$ cat src/rtl/pdq_pkg.sv
`timescale 1ns / 1ps
`default_nettype none
package pdq_pkg;
    localparam int QUEUE_CAPACITY = 64;
    localparam int IDX_W = (QUEUE_CAPACITY > 1) ? $clog2(QUEUE_CAPACITY) : 1;
    localparam int CNT_W = $clog2(QUEUE_CAPACITY + 1);

    localparam logic [1:0] ACT_ENQUEUE = 2'd0;
    localparam logic [1:0] ACT_FLUSH   = 2'd1;
    localparam logic [1:0] ACT_DISCARD = 2'd2;
    localparam logic [1:0] ACT_PURGE   = 2'd3;

    localparam logic [1:0] DISP_FLUSHED  = 2'd0;
    localparam logic [1:0] DISP_FULL     = 2'd1;
    localparam logic [1:0] DISP_NO_ROUTE = 2'd2;
    localparam logic [1:0] DISP_TIMEOUT  = 2'd3;

    typedef struct packed {
        logic [15:0] dest;
        logic [15:0] handle;
        logic [31:0] stamp;
        logic [31:0] order;
    } t_entry;

    typedef struct packed {
        logic        vld;
        logic [15:0] handle;
        logic [15:0] dest;
        logic [1:0]  disp;
        logic        last;
    } t_result;
endpackage
`default_nettype wire

$ cat src/rtl/pdq_out.sv
`timescale 1ns / 1ps
`default_nettype none
module pdq_out import pdq_pkg::*; (
    input  wire logic   i_clk,
    input  wire logic   i_rst_n,
    input  wire t_result i_push,
    output logic        o_ready,
    input  wire logic   i_out_stall,
    output logic        o_out_valid,
    output logic [15:0] o_out_handle,
    output logic [15:0] o_out_dest,
    output logic [1:0]  o_disposition,
    output logic        o_last
);
    logic        r_vld;
    logic [15:0] r_handle;
    logic [15:0] r_dest;
    logic [1:0]  r_disp;
    logic        r_last;

    assign o_ready = !r_vld || !i_out_stall;

    always_ff @(posedge i_clk) begin
        if (!i_rst_n) begin
            r_vld <= 1'b0;
        end else if (i_push.vld) begin
            r_vld <= 1'b1;
        end else if (!i_out_stall) begin
            r_vld <= 1'b0;
        end
    end

    always_ff @(posedge i_clk) begin
        if (i_push.vld) begin
            r_handle <= i_push.handle;
            r_dest   <= i_push.dest;
            r_disp   <= i_push.disp;
            r_last   <= i_push.last;
        end
    end

    assign o_out_valid   = r_vld;
    assign o_out_handle  = r_handle;
    assign o_out_dest    = r_dest;
    assign o_disposition = r_disp;
    assign o_last        = r_last;
endmodule
`default_nettype wire

$ cat config.mk
export PLATFORM = sky130hd
export DESIGN_NAME = pdq_out
export DESIGN_NICKNAME = d
export VERILOG_FILES = /design/src/rtl/pdq_pkg.sv /design/src/rtl/pdq_out.sv
export SDC_FILE = /design/constraint.sdc
export NUM_CORES = 1
export LEC_CHECK = 0
export ABC_AREA = 1
export BUFFER_PORTS_ARGS = -buffer_cell sky130_fd_sc_hd__buf_2
export CORE_MARGIN = 2
export CORE_UTILIZATION = 42
export CTS_CLUSTER_SIZE = 10
export DETAILED_ROUTE_END_ITERATION = 8
export HOLD_SLACK_MARGIN = 0.08
export PLACE_DENSITY = 0.86
export SYNTH_ARGS = -nofsm -noshare
export SYNTH_HDL_FRONTEND = slang
export SYNTH_SLANG_ARGS = --single-unit
export TNS_END_PERCENT = 100
$ cat constraint.sdc
create_clock -name i_clk -period 0.9 [get_ports i_clk]
set_clock_uncertainty 0.1 [all_clocks]
set_input_delay 0.09 -clock i_clk [delete_from_list [all_inputs] [get_ports i_clk]]
set_output_delay 0.09 -clock i_clk [all_outputs]
set_load 0.005 [all_outputs]
==> impl_metrics.ini <==
[outcome]
status = finished with violations
violations = setup timing

[floorplanning]
dieArea_sq_mm = 0.00303
ios = 76
start_util = 0.441
die_h_um = 55.0
design.core.area_sq_mm = 0.00248
placementRows = 18
die_w_um = 55.0

[synthesis]
synth_cell_types = 5
synth_area_per_cell_sq_um = 27.3
synth.cell_area_sq_mm = 0.00109
yosys_register_bits = 36
muxShareOfSynthArea = 0
synth_top_family_by_area = compound AO/OA/AOI/OAI gates
synthTopCellsByArea = edfxtp_1 (96%), dfxtp_1 (1.8%), a21oi_2 (0.80%)
yosys.area.top_type = edfxtp_1
ys_seq_area_frac = 0.979
synthSimpleGateAreaFrac = 0.00572
ys_top_cells_by_count = edfxtp_1 (35), inv_1 (2), a21oi_2 (1), dfxtp_1 (1), nand2_2 (1)
synth_compound_area_frac = 0.00801
synth-async-reset-ratio = 0
synth_nets = 79
synth_enable_flop_cells = 35
yosysMostFrequentCell = edfxtp_1
yosys.area_share.adder = 0
yosys_warnings = 0
synth_flop_cell = edfxtp_1
synth_top_area_frac = 0.961
synth_xor_area_frac = 0
postSynthCellCount = 40

[global_route]
grt_pass1_vias = 852
grt_max_degree = 20
antenna_found_initial = 0
grt_overflow = 0
grt_pass1_wl_um = 4150
track_usage = 0.218

[cells_and_area]
diodes = 0
final_util = 0.797
area_growth_pct = 80.5
final_layout_size_suffix_gt1_frac = 0.537
nets = 201

[setup_path]
timing.critical_path.max_delay_family = flip-flops
path_max_fanout = 1
critPathBufInv = 1
slowest_stage = edfxtp_1
cp.depth = 1
max_stage_delay_ns = 0.43
critical_path.cell_chain = buf_2
cp-start-kind = flop
crit_arrival_ns = 0.91
worstSetupPathType = reg -> out
setup.worst_path.end_class = primary output
crit_required_ns = 0.71
reg2reg_depth = 4

[clock_network]
cts_root_buffer = clkbuf_4
cts_tree = done
clk_path_buf_depth = 2
clock_latency_ns = 0.31
cts.sinks = 36
cts_made_buffers = 5
postCtsHoldBufs = 36
cts.clk_slew.worst_paths_ns = 0.11
htreeDepth = 2

[sta]
fmax_mhz = 910
maxSlewViolCount = 0
setup_slack_ns = -0.199
slew_headroom = 0.928
setup_viol = 38
hold_viol_final = 0
rsz0062_at_grt = true
worst_pin_slew_ns = 0.107
period_needed_ns = 1.10
fin_crit_sh = 1.22

[power_and_ir_drop]
p_comb_frac = 0.135
power_density_mw_per_mm2 = 1610
p_clk_frac = 0.230
power.leakage_nw = 0.865
peakVddDrop_mv = 1.43
p_int_mw = 2.52
power.net_switching_mw = 0.664
sw_frac_of_total = 0.208
design_power_total_mw = 3.19
pwr-share-seq = 0.635

[drt]
drc = 0
drtIter0Drc = 18
wl_per_cell_um = 16.7
routed_wirelength_um = 3210
via_count = 899
dr.pass1.iters = 5
drtAntennaViolNets = 0
vias_per_cell = 4.68

[placement]
port_buffers = 75
gpl.final_weighted_congestion = 0.630

[flow_run]
cap_violations = 0

[hold_path]
min_delay_path_depth = 2
hold_path.class = in -> reg
-- registers in the layout, indices dropped and copies added (netlist names) --
name,cells
o_disposition,2
o_last,1
o_out_dest,16
o_out_handle,16
o_out_valid,1
-- through the flow --
step           cells  setup TNS (ns)  area (sq um)  setup WS (ns)  hold slack, ns
2_1_floorplan     40               0          1090          0.235          0.0889
3_3_place_gp     147               0          1550          0.109           0.167
3_5_place_dp     147               0          1550         0.0882           0.168
4_1_cts          191           -4.91          1960         -0.175         -0.0304
5_1_grt          192           -6.98          1970         -0.242          0.0745
6_report         192           -4.60          1970         -0.199           0.108
-- power by group through the flow --
stage | sequential (mW) | combinational, mW | clock (mW)
detailed placement | 2.06 | 0.287 | 0
global route | 2.04 | 0.469 | 0.851
global placement | 2.05 | 0.274 | 0
CTS | 2.02 | 0.412 | 0.759
finish | 2.02 | 0.430 | 0.733
floorplan | 2.07 | 0.00679 | 0
-- worst paths after layout --
kind         slack (ns)                        to                      start
min reg2reg        0.57  o_out_valid$_SDFFE_PN0P_   o_out_valid$_SDFFE_PN0P_
min                0.11   o_out_dest[3]$_DFFE_PP_                 i_push[35]
max               -0.20           o_out_handle[1]  o_out_handle[1]$_DFFE_PP_
max reg2reg       -0.04  o_out_valid$_SDFFE_PN0P_   o_out_valid$_SDFFE_PN0P_
-- cells in the final DEF (no fill, tap or decap), drive strengths merged --
cell and n:
nand2 1, dlygate4sd3 36, inv 2, buf 79, edfxtp 35, a21oi 1
dfxtp 1, clkinv 2, clkbuf 5
-- cell type report --
| type | count | area, sq um |
|---|---|---|
| well taps | 30 | 37.5 |
| flip-flops and latches | 36 | 1070 |
| inverters | 2 | 7.51 |
| multi-input cells | 2 | 15.0 |
| repair buffers | 115 | 797 |
| fillers | 145 | 503 |
| clock buffers | 5 | 37.5 |
| clock inverters | 2 | 7.51 |
-- cell families after synthesis --
logic type / Yosys count
compound gates: 1
flops: 36
simple gates: 1
buf+inv: 2
-- metal layers --
metal / part of all wire / wire length, um / vias to the layer above / GRT usage
met4: 0.014 / 46 / 0 / 0.0894
met1: 0.33 / 1070 / 415 / 0.227
met3: 0.13 / 421 / 8 / 0.110
met2: 0.52 / 1670 / 76 / 0.373
li1: - / - / 400 / -
met5: 0 / 0 / - / 0
-- timing repair --
item / in CTS / in global routing
endpoints found under the setup margin: 37 / 37
pin swaps: 1 / 1
resized for setup: 1 / 1
endpoints found under the hold margin: 36 / 1
setup buffers: 1 / 1
(Power assumes the default switching activity.)
